$ cat src/rtl/core/rau_pkg.sv
// shared types and constants for the rational arithmetic unit
package rau_pkg;

  localparam int WordBitsDef = 32;

  typedef enum logic [1:0] {
    KIND_ADD = 2'd0,
    KIND_SUB = 2'd1,
    KIND_MUL = 2'd2,
    KIND_DIV = 2'd3
  } rau_kind_e;

  typedef enum logic [1:0] {
    STS_OK       = 2'd0,
    STS_DIV_ZERO = 2'd1,
    STS_BAD_DEN  = 2'd2,
    STS_OVERFLOW = 2'd3
  } rau_status_e;

  typedef enum logic [3:0] {
    ST_IDLE,
    ST_MUL_A,
    ST_MUL_B,
    ST_MUL_D,
    ST_ADD,
    ST_CHK,
    ST_EVEN,
    ST_GCD,
    ST_DIVN,
    ST_DIVD,
    ST_FIN,
    ST_DONE
  } rau_state_e;

  typedef struct packed {
    logic idle;
    logic done;
  } rau_stat_t;

endpackage

$ cat src/rtl/core/rau_in_if.sv
// operand channel: two fractions and an operation
interface rau_in_if #(
  parameter int WordBits = rau_pkg::WordBitsDef
);
  logic                       valid;
  logic                       ready;
  logic [1:0]                 kind;
  logic signed [WordBits-1:0] a_num;
  logic [WordBits-2:0]        a_den;
  logic signed [WordBits-1:0] b_num;
  logic [WordBits-2:0]        b_den;

  modport source (output valid, kind, a_num, a_den, b_num, b_den, input ready);
  modport sink   (input valid, kind, a_num, a_den, b_num, b_den, output ready);
endinterface

$ cat src/rtl/core/rau_out_if.sv
// result channel: reduced fraction and status
interface rau_out_if #(
  parameter int WordBits = rau_pkg::WordBitsDef
);
  logic                       valid;
  logic                       ready;
  logic signed [WordBits-1:0] res_num;
  logic [WordBits-2:0]        res_den;
  logic [1:0]                 status;

  modport source (output valid, res_num, res_den, status, input ready);
  modport sink   (input valid, res_num, res_den, status, output ready);
endinterface

$ cat src/rtl/core/rau_engine.sv
// sequencer with shared multiplier and shared add/subtract unit
module rau_engine #(
  parameter int WORD_BITS = rau_pkg::WordBitsDef
) (
  input  logic                        clk_i,
  input  logic                        rst_ni,
  input  logic                        start_i,
  input  logic                        take_i,
  input  logic [1:0]                  kind_i,
  input  logic signed [WORD_BITS-1:0] a_num_i,
  input  logic [WORD_BITS-2:0]        a_den_i,
  input  logic signed [WORD_BITS-1:0] b_num_i,
  input  logic [WORD_BITS-2:0]        b_den_i,
  output rau_pkg::rau_stat_t          stat_o,
  output logic [WORD_BITS-1:0]        res_num_o,
  output logic [WORD_BITS-2:0]        res_den_o,
  output rau_pkg::rau_status_e        status_o
);
  import rau_pkg::*;

  localparam int W    = WORD_BITS;
  localparam int MW   = 2 * WORD_BITS;
  localparam int CntW = $clog2(MW);
  localparam logic [MW-1:0] HalfRange = MW'(1) << (W - 1);

  rau_state_e state_q, state_d;

  rau_kind_e       kind_q;
  logic            rn_q, s2_q;
  logic [W-1:0]    am_q, bm_q;
  logic [W-2:0]    ad_q, bd_q;
  logic [MW-1:0]   num_q, den_q, gx_q, gy_q;
  logic [CntW-1:0] cnt_q;
  logic [W-1:0]    res_num_q;
  logic [W-2:0]    res_den_q;
  rau_status_e     res_sts_q;

  // operand decode at start
  logic [W-1:0] a_raw, b_raw, a_mag, b_mag;
  rau_kind_e    kind_in;
  logic         in_bad_den, in_div_zero;

  // shared units
  logic [W-1:0]  mul_x, mul_y;
  logic [MW-1:0] prod;
  logic [MW:0]   add_a, add_b;
  logic          add_sub;
  logic [MW+1:0] add_full;
  logic          no_borrow;

  logic          last_bit;
  logic [MW-1:0] num_lim;
  logic          ovf;

  assign a_raw       = a_num_i;
  assign b_raw       = b_num_i;
  assign a_mag       = a_raw[W-1] ? (~a_raw + 1'b1) : a_raw;
  assign b_mag       = b_raw[W-1] ? (~b_raw + 1'b1) : b_raw;
  assign kind_in     = rau_kind_e'(kind_i);
  assign in_bad_den  = (a_den_i == '0) || (b_den_i == '0);
  assign in_div_zero = (kind_in == KIND_DIV) && (b_raw == '0);

  assign prod      = MW'(mul_x) * MW'(mul_y);
  assign add_full  = {1'b0, add_a} + {1'b0, (add_sub ? ~add_b : add_b)} + (MW+2)'(add_sub);
  assign no_borrow = add_full[MW+1];

  assign last_bit = (cnt_q == CntW'(MW - 1));
  assign num_lim  = HalfRange - MW'(!rn_q);
  assign ovf      = (|den_q[MW-1:W-1]) || (num_q > num_lim);

  // next state
  always_comb begin
    state_d = state_q;
    case (state_q)
      ST_IDLE: begin
        if (start_i) begin
          state_d = (in_bad_den || in_div_zero) ? ST_DONE : ST_MUL_A;
        end
      end
      ST_MUL_A: begin
        state_d = (kind_q == KIND_ADD || kind_q == KIND_SUB) ? ST_MUL_B : ST_MUL_D;
      end
      ST_MUL_B: state_d = ST_MUL_D;
      ST_MUL_D: begin
        state_d = (kind_q == KIND_ADD || kind_q == KIND_SUB) ? ST_ADD : ST_CHK;
      end
      ST_ADD: begin
        if (rn_q == s2_q || no_borrow) begin
          state_d = ST_CHK;
        end
      end
      ST_CHK:  state_d = (num_q == '0) ? ST_DONE : ST_EVEN;
      ST_EVEN: begin
        if (gx_q[0] || gy_q[0]) begin
          state_d = ST_GCD;
        end
      end
      ST_GCD: begin
        if (gx_q == '0) begin
          state_d = (gy_q == MW'(1)) ? ST_FIN : ST_DIVN;
        end
      end
      ST_DIVN: begin
        if (last_bit) begin
          state_d = ST_DIVD;
        end
      end
      ST_DIVD: begin
        if (last_bit) begin
          state_d = ST_FIN;
        end
      end
      ST_FIN:  state_d = ST_DONE;
      ST_DONE: begin
        if (take_i) begin
          state_d = ST_IDLE;
        end
      end
      default: state_d = ST_IDLE;
    endcase
  end

  // unit operand selection and status
  always_comb begin
    mul_x       = '0;
    mul_y       = '0;
    add_a       = '0;
    add_b       = '0;
    add_sub     = 1'b0;
    stat_o.idle = 1'b0;
    stat_o.done = 1'b0;
    case (state_q)
      ST_IDLE: stat_o.idle = 1'b1;
      ST_MUL_A: begin
        mul_x = am_q;
        mul_y = (kind_q == KIND_MUL) ? bm_q : {1'b0, bd_q};
      end
      ST_MUL_B: begin
        mul_x = bm_q;
        mul_y = {1'b0, ad_q};
      end
      ST_MUL_D: begin
        mul_x = {1'b0, ad_q};
        mul_y = (kind_q == KIND_DIV) ? bm_q : {1'b0, bd_q};
      end
      ST_ADD: begin
        add_a   = {1'b0, num_q};
        add_b   = {1'b0, gy_q};
        add_sub = (rn_q != s2_q);
      end
      ST_GCD: begin
        add_a   = {1'b0, gx_q};
        add_b   = {1'b0, gy_q};
        add_sub = 1'b1;
      end
      ST_DIVN: begin
        add_a   = {gx_q, num_q[MW-1]};
        add_b   = {1'b0, gy_q};
        add_sub = 1'b1;
      end
      ST_DIVD: begin
        add_a   = {gx_q, den_q[MW-1]};
        add_b   = {1'b0, gy_q};
        add_sub = 1'b1;
      end
      ST_DONE: stat_o.done = 1'b1;
      default: ;
    endcase
  end

  always_ff @(posedge clk_i or negedge rst_ni) begin
    if (!rst_ni) begin
      state_q <= ST_IDLE;
    end else begin
      state_q <= state_d;
    end
  end

  // datapath
  always_ff @(posedge clk_i) begin
    case (state_q)
      ST_IDLE: begin
        if (start_i) begin
          kind_q <= kind_in;
          am_q   <= a_mag;
          bm_q   <= b_mag;
          ad_q   <= a_den_i;
          bd_q   <= b_den_i;
          rn_q   <= (kind_in == KIND_MUL || kind_in == KIND_DIV) ?
                    (a_raw[W-1] ^ b_raw[W-1]) : a_raw[W-1];
          s2_q   <= b_raw[W-1] ^ (kind_in == KIND_SUB);
          res_num_q <= '0;
          res_den_q <= (W-1)'(1);
          if (in_bad_den) begin
            res_sts_q <= STS_BAD_DEN;
          end else if (in_div_zero) begin
            res_sts_q <= STS_DIV_ZERO;
          end else begin
            res_sts_q <= STS_OK;
          end
        end
      end
      ST_MUL_A: num_q <= prod;
      ST_MUL_B: gy_q  <= prod;
      ST_MUL_D: den_q <= prod;
      ST_ADD: begin
        if (rn_q == s2_q || no_borrow) begin
          num_q <= add_full[MW-1:0];
        end else begin
          // smaller minuend: swap terms and subtract next cycle
          num_q <= gy_q;
          gy_q  <= num_q;
          rn_q  <= s2_q;
          s2_q  <= rn_q;
        end
      end
      ST_CHK: begin
        gx_q <= num_q;
        gy_q <= den_q;
      end
      ST_EVEN: begin
        // common powers of two come straight off the fraction
        if (!gx_q[0] && !gy_q[0]) begin
          gx_q  <= gx_q >> 1;
          gy_q  <= gy_q >> 1;
          num_q <= num_q >> 1;
          den_q <= den_q >> 1;
        end
      end
      ST_GCD: begin
        if (gx_q == '0) begin
          cnt_q <= '0;
        end else if (!gx_q[0]) begin
          gx_q <= gx_q >> 1;
        end else if (!gy_q[0]) begin
          gy_q <= gy_q >> 1;
        end else if (no_borrow) begin
          gx_q <= {1'b0, add_full[MW-1:1]};
        end else begin
          gx_q <= gy_q;
          gy_q <= gx_q;
        end
      end
      ST_DIVN: begin
        gx_q  <= no_borrow ? add_full[MW-1:0] : add_a[MW-1:0];
        num_q <= {num_q[MW-2:0], no_borrow};
        cnt_q <= last_bit ? '0 : cnt_q + 1'b1;
      end
      ST_DIVD: begin
        gx_q  <= no_borrow ? add_full[MW-1:0] : add_a[MW-1:0];
        den_q <= {den_q[MW-2:0], no_borrow};
        cnt_q <= last_bit ? '0 : cnt_q + 1'b1;
      end
      ST_FIN: begin
        if (ovf) begin
          res_num_q <= '0;
          res_den_q <= (W-1)'(1);
          res_sts_q <= STS_OVERFLOW;
        end else begin
          res_num_q <= rn_q ? (~num_q[W-1:0] + 1'b1) : num_q[W-1:0];
          res_den_q <= den_q[W-2:0];
          res_sts_q <= STS_OK;
        end
      end
      default: ;
    endcase
  end

  assign res_num_o = res_num_q;
  assign res_den_o = res_den_q;
  assign status_o  = res_sts_q;

endmodule

$ cat src/rtl/core/rational_arithmetic_unit.sv
// rational arithmetic unit top level with result register
//
//  channel  | dir | handshake     | beat contents
//  ---------+-----+---------------+--------------------------------------------
//  in_i     | in  | valid / ready | kind, a_num, a_den, b_num, b_den
//  out_o    | out | valid / ready | res_num, res_den, status
//
// one item at a time: an input error skips all arithmetic, a zero result
// skips the gcd and division; otherwise the halving and binary gcd steps
// run, then the division steps, which are skipped when the gcd has no odd
// factor above one
// the gcd loop and the division share one add/subtract unit
// reset clears sequencer and result valid; a stalled result waits while the next item runs
module rational_arithmetic_unit #(
  parameter int WORD_BITS = rau_pkg::WordBitsDef
) (
  input  logic   clk_i,
  input  logic   rst_ni,
  rau_in_if.sink in_i,
  rau_out_if.source out_o
);
  import rau_pkg::*;

  rau_stat_t             stat;
  logic                  take;
  logic [WORD_BITS-1:0]  eng_num;
  logic [WORD_BITS-2:0]  eng_den;
  rau_status_e           eng_sts;

  logic                  out_valid_q, out_valid_d;
  logic [WORD_BITS-1:0]  out_num_q;
  logic [WORD_BITS-2:0]  out_den_q;
  rau_status_e           out_sts_q;

  rau_engine #(
    .WORD_BITS (WORD_BITS)
  ) u_engine (
    .clk_i     (clk_i),
    .rst_ni    (rst_ni),
    .start_i   (in_i.valid),
    .take_i    (take),
    .kind_i    (in_i.kind),
    .a_num_i   (in_i.a_num),
    .a_den_i   (in_i.a_den),
    .b_num_i   (in_i.b_num),
    .b_den_i   (in_i.b_den),
    .stat_o    (stat),
    .res_num_o (eng_num),
    .res_den_o (eng_den),
    .status_o  (eng_sts)
  );

  assign in_i.ready = stat.idle;

  // move the finished result over once the register is free or draining
  assign take = stat.done && (!out_valid_q || out_o.ready);

  always_comb begin
    out_valid_d = out_valid_q;
    if (take) begin
      out_valid_d = 1'b1;
    end else if (out_o.ready) begin
      out_valid_d = 1'b0;
    end
  end

  always_ff @(posedge clk_i or negedge rst_ni) begin
    if (!rst_ni) begin
      out_valid_q <= 1'b0;
    end else begin
      out_valid_q <= out_valid_d;
    end
  end

  always_ff @(posedge clk_i) begin
    if (take) begin
      out_num_q <= eng_num;
      out_den_q <= eng_den;
      out_sts_q <= eng_sts;
    end
  end

  assign out_o.valid   = out_valid_q;
  assign out_o.res_num = out_num_q;
  assign out_o.res_den = out_den_q;
  assign out_o.status  = out_sts_q;

endmodule

$ cat src/flat_wrapper.sv
// flat-port wrapper written by rule: the top's interface ports become plain ports
module rational_arithmetic_unit_flat import rau_pkg::*;
#(
  parameter int WORD_BITS = rau_pkg::WordBitsDef
)
  (clk_i, rst_ni, in_i_valid, in_i_kind, in_i_a_num, in_i_a_den, in_i_b_num, in_i_b_den, in_i_ready, out_o_valid, out_o_res_num, out_o_res_den, out_o_status, out_o_ready);
  rau_in_if #(.WordBits((WordBitsDef))) in_i_i ();
  rau_out_if #(.WordBits((WordBitsDef))) out_o_i ();
  input  logic clk_i;
  input  logic rst_ni;
  input wire logic [$bits(in_i_i.valid)-1:0] in_i_valid;
  input wire logic [$bits(in_i_i.kind)-1:0] in_i_kind;
  input wire logic [$bits(in_i_i.a_num)-1:0] in_i_a_num;
  input wire logic [$bits(in_i_i.a_den)-1:0] in_i_a_den;
  input wire logic [$bits(in_i_i.b_num)-1:0] in_i_b_num;
  input wire logic [$bits(in_i_i.b_den)-1:0] in_i_b_den;
  output wire logic [$bits(in_i_i.ready)-1:0] in_i_ready;
  output wire logic [$bits(out_o_i.valid)-1:0] out_o_valid;
  output wire logic [$bits(out_o_i.res_num)-1:0] out_o_res_num;
  output wire logic [$bits(out_o_i.res_den)-1:0] out_o_res_den;
  output wire logic [$bits(out_o_i.status)-1:0] out_o_status;
  input wire logic [$bits(out_o_i.ready)-1:0] out_o_ready;
  assign in_i_i.valid = in_i_valid;
  assign in_i_i.kind = in_i_kind;
  assign in_i_i.a_num = in_i_a_num;
  assign in_i_i.a_den = in_i_a_den;
  assign in_i_i.b_num = in_i_b_num;
  assign in_i_i.b_den = in_i_b_den;
  assign in_i_ready = in_i_i.ready;
  assign out_o_valid = out_o_i.valid;
  assign out_o_res_num = out_o_i.res_num;
  assign out_o_res_den = out_o_i.res_den;
  assign out_o_status = out_o_i.status;
  assign out_o_i.ready = out_o_ready;
  rational_arithmetic_unit #(.WORD_BITS(WORD_BITS)) u_core (.clk_i(clk_i), .rst_ni(rst_ni), .in_i(in_i_i), .out_o(out_o_i));
endmodule
$ cat config.mk
export PLATFORM = sky130hd
export DESIGN_NAME = rational_arithmetic_unit_flat
export DESIGN_NICKNAME = d
export VERILOG_FILES = /design/src/rtl/core/rau_pkg.sv /design/src/rtl/core/rau_in_if.sv /design/src/rtl/core/rau_out_if.sv /design/src/rtl/core/rau_engine.sv /design/src/rtl/core/rational_arithmetic_unit.sv /design/src/flat_wrapper.sv
export SDC_FILE = /design/constraint.sdc
export NUM_CORES = 2
export LEC_CHECK = 0
export BUFFER_PORTS_ARGS = -buffer_cell sky130_fd_sc_hd__buf_2
export CORE_UTILIZATION = 55
export DETAILED_ROUTE_END_ITERATION = 8
export GPL_TIMING_DRIVEN = 0
export PLACE_DENSITY = 0.7
export SYNTH_ARGS = -nofsm -noshare
export SYNTH_HDL_FRONTEND = slang
export SYNTH_SLANG_ARGS = --single-unit
$ cat constraint.sdc
create_clock -name clk_i -period 13.7 [get_ports clk_i]
set_clock_uncertainty 0.15 [all_clocks]
set_input_delay 1.37 -clock clk_i [delete_from_list [all_inputs] [get_ports clk_i]]
set_output_delay 1.37 -clock clk_i [all_outputs]
set_load 0.02 [all_outputs]
==> results.ini, run 1 <==
[global_routing]
grt_use_total_pct = 65.92
first_global_vias = 68320
grt_max_degree = 95
grt_pass1_wl_um = 558000
overflow = 31

[placement]
dp_cells = 9137
place_congestion = 1.196
hpwl_um = 290800
io_buffers = 197

[synthesis]
syn_area_per_cell_um2 = 9.142
synth-edff-count = 522
syn_nets = 8704
syn_inst = 7312
synth_top_area_share_pct = 26.86
seq_area_frac_synth_pct = 23.64
synth.distinct_cells = 95
ys_async_sr_fraction_pct = 0.9488
ys_top_cells_by_area = fa_1 27%, edfxtp_1 23%, ha_1 6.8%
syn_area_mm2 = 0.06685
ys_seq_elements = 527
ys.flop_type = edfxtp_1
yosysWarnings = 0
yosysTopAreaCell = fa_1

[outcome]
status = stopped before the end
toolErrorMsg = [ERROR GRT-0116] Global routing finished with congestion. Check the congestion regions in the DRC Viewer.
failing_step = global routing (5_1_grt)

[floorplan]
io-pin-count = 199
fp.dieW_um = 350.6
initial_utilization_pct = 55.57
rows = 127
fp.dieH_um = 350.6

[clocking]
cts_setup_buffers = 0
ctsRootBufferMaster = clkbuf_16
clockBufferDepth = 3
numCtsBuffers = 61
htreeDepth = 2
clkSinkCount = 527

timing repair:
action / 4_1_cts
setup endpoints to repair: 7
gates resized for setup: 2
hold buffers: 0
per-layer routing:
metal | track usage [%] | overflow
met5 | 16.68 | 0
met2 | 86.65 | 17
met4 | 63.50 | 13
met3 | 44.13 | 1
met1 | 67.66 | 0
cells by family after synthesis:
| group | after synthesis | share of synthesized area, % |
|---|---|---|
| AOI/OAI and AO/OA | 1333 | 13.59 |
| xor gates and xnor gates | 280 | 3.669 |
| adders and majority gates | 1260 | 33.66 |
| buffers and inverters | 1423 | 8.039 |
| DFF | 527 | 23.64 |
| muxes | 159 | 2.534 |
| and+or+nand+nor | 2330 | 14.87 |
through the flow:
stage	area, um2	TNS [ns]	hold slack, ns	setup WS, ns
after detailed placement	70210	-0.9287	0.2545	-0.2846
after CTS	72430	0	0.2690	0.1016
after global placement	69850	-242.05	0.2509	-3.841
after floorplan	66850	0	0.2503	3.402
Yosys cell counts, types with 21 or more instances:
cell type    n
o211ai_1    23
o21bai_1    28
buf_1       33
nand4_1     57
mux2_2      80
fa_1       897
mux2i_1     77
xnor2_1    154
inv_1      937
a21oi_1    277
a221oi_1    28
nor4_1      73
a222oi_1   125
nand2_1    953
xor2_1     126
a211oi_1    43
clkbuf_1   432
a21o_1     105
or3_1       27
nand2b_1    35
a22oi_1    144
a31oi_1     45
ha_1       363
o21ai_0    287
nand3_1     47
nor2_1     903
a221o_1     21
o31ai_1     35
edfxtp_1   522
nor3_1      39
and2_1     104
==> inputs of run 2 (changes only) <==
--- a/config.mk
+++ b/config.mk
@@ -6,10 +6,10 @@
 export NUM_CORES = 2
 export LEC_CHECK = 0
 export BUFFER_PORTS_ARGS = -buffer_cell sky130_fd_sc_hd__buf_2
-export CORE_UTILIZATION = 55
+export CORE_UTILIZATION = 40
 export DETAILED_ROUTE_END_ITERATION = 8
 export GPL_TIMING_DRIVEN = 0
-export PLACE_DENSITY = 0.7
+export PLACE_DENSITY_LB_ADDON = 0.15
 export SYNTH_ARGS = -nofsm -noshare
 export SYNTH_HDL_FRONTEND = slang
 export SYNTH_SLANG_ARGS = --single-unit
==> results.ini, run 2 <==
[min_path]
hp-class = reg -> reg

[timing]
finalSetupViolCount = 0
timing.slew.headroom_pct = -11.31
finalHoldViolations = 0
fin_ws_ns = 0.1219
grt_setup_unrepaired = no
period_share_pct = 99.11
tightest_slew_ns = 1.670
period_needed_ns = 13.58
fmax_ghz = 0.07365
final_max_slew_viol_count = 41

[drt]
drc = 43
drtIter0Drc = 8838
route.final.wire_length_um = 375300
via_count = 62940
dr.pass1.iters = 9
drtAntennaViolNets = 0
drt-vias-per-instance = 6.360
wl_per_cell_um = 37.93

[final_layout]
nFillCells = 16540
layout_common_cells = 952 x nand2_1, 936 x inv_1, 902 x nor2_1
multi_input_area_mm2 = 0.04577
layout_commonest_cell = nand2_1
nNetsFinal = 8993
synthToLayoutAreaGrowth_pct = 9.856
drive_gt1_share_pct = 6.228
seqCellArea_mm2 = 0.01580

[placement]
hpwl_um = 306500  ; +5.4%
place_congestion = 1.097  ; -8.2%
io_buffers = 197  ; unchanged
place_ws_ns = -0.1431  ; +0.1415 ns

[critical_path]
max_stage_delay_ns = 1.01
crit_fanout = 10
critPathKind = reg -> reg
critPathArrivalTime_ns = 13.81
required_ns = 13.94
slowest_stage = clkbuf_1
startpoint_type = register
rrSetupSlack_ns = 0.12
cp-end-kind = register
crit_top_cell = fa_1

[global_routing]
grt_pass1_wl_um = 508500
first_global_vias = 61500
grt_use_total_pct = 44.06
antenna_found_initial = 66
grt_max_degree = 87
overflow = 0

[synthesis]
yosysTopAreaCell = fa_1
ys_top_cells_by_area = fa_1 27%, edfxtp_1 23%, ha_1 6.8%
ys.flop_type = edfxtp_1
syn_area_per_cell_um2 = 9.142  ; unchanged
ys_async_sr_fraction_pct = 0.9488  ; unchanged
yosysWarnings = 0  ; unchanged
syn_area_mm2 = 0.06685  ; unchanged
synthTopCellsByCount = 953 x nand2_1, 937 x inv_1, 903 x nor2_1, 897 x fa_1, 522 x edfxtp_1
syn_inst = 7312  ; unchanged
seq_area_frac_synth_pct = 23.64  ; unchanged
synth_most_common_cell = nand2_1
syn_nets = 8704  ; unchanged
synth_top_area_share_pct = 26.86  ; unchanged
synth.distinct_cells = 95  ; unchanged
ys_seq_elements = 527  ; unchanged
synth-edff-count = 522  ; unchanged

[clocking]
cts_tree = yes
clockBufferDepth = 3  ; unchanged
htreeDepth = 3  ; +1
path_clk_slew_ns = 0.06
clock_latency_ns = 0.71
numCtsBuffers = 71  ; +16%
cts_hold_buf = 0  ; unchanged
cts_setup_buffers = 0  ; unchanged
ctsRootBufferMaster = clkbuf_16
clkSinkCount = 527  ; unchanged

[outcome]
status = complete, but fails checks
violations = DRC, capacitance limit, slew limit

[floorplan]
io-pin-count = 199  ; unchanged
coreArea_mm2 = 0.1654
rows = 149  ; +17%
initial_utilization_pct = 40.43  ; -15 points
dieArea_mm2 = 0.1688
fp.dieW_um = 410.8  ; +17%
fp.dieH_um = 410.8  ; +17%

[job]
cap_violations = 6

## run 2: cell counts after synthesis
Identical to the previous run, type by type.
## run 2: final cells by class
class,instances,area share (%)
antenna,48,0.1636
buffer,484,2.552
clock buffer,85,2.518
clock inverter,46,0.5674
inverter,938,4.801
multi-input combinational,5362,62.32
sequential,527,21.52
tap,2189,3.730
timing repair buffer,217,1.830
## run 2: per-layer routing
metal	share of wire [%]	routed length, um	GRT usage (%)	vias up
met5	0.040	150	0	-
met4	11	41200	39.40	22
met3	10	38510	12.34	1530
met2	43	161600	65.87	4580
met1	36	133900	51.67	31630
li1	-	-	-	25180
## run 2: stage by stage
step	utilization (%)	instances	cell area, um2	hold slack [ns]	TNS (ns)
2_1_floorplan	-	7312	66850	0.2503	0
3_3_place_gp	42.68	9698	70570	0.2518	-246.12
3_5_place_dp	42.92	9716	70980	0.2545	-0.5041
4_1_cts	44.29	9847	73240	0.2395	0
5_1_grt	44.36	9866	73360	0.2569	0
6_report	44.41	9896	73440	0.2600	0
## run 2: logic make-up after synthesis
family	count (synthesis)	synth area share, %
buffers and inverters	1423	8.039
AO/OA/AOI/OAI	1333	13.59
multiplexers	159	2.534
flip-flops	527	23.64
AND/OR/NAND/NOR	2330	14.87
adder cells (fa/ha/maj)	1260	33.66
XOR/XNOR	280	3.669
## run 2: what timing repair did
action                     4_1_cts  5_1_grt
setup endpoints to repair        6       14
resized for setup                1       16
gates cloned                     0        0
## run 2: final timing paths
| path | from | to | cells past startpoint |
|---|---|---|---|
| setup reg to reg | u_core.u_engine.state_q[1] | u_core.u_engine.den_q[57] | 31 |
| hold / removal | u_core.u_engine.res_den_o[22] | u_core.out_o.res_den[22] | 0 |
| min in group asynchronous | rst_ni | u_core.u_engine.state_q[3] | 1 |
| max in group asynchronous | rst_ni | u_core.u_engine.state_q[1] | 1 |
| setup / recovery | u_core.u_engine.state_q[1] | u_core.u_engine.den_q[57] | 31 |
| hold reg to reg | u_core.u_engine.res_den_o[22] | u_core.out_o.res_den[22] | 0 |
## run 2: critical path: cells and delay by family, from the launching register on
family | cells | cell delay (ns)
buf+inv | 7 | 3.25
fa+ha+maj | 9 | 4.64
mux | 1 | 0.20
flops | 1 | 0.36
xor+xnor | 1 | 0.72
compound gates | 9 | 3.05
simple gates | 4 | 0.91
Power of run 2 is left out: the tool's default activity adds up to more than one toggle a clock period on the data nets, which glitch-free logic cannot reach.
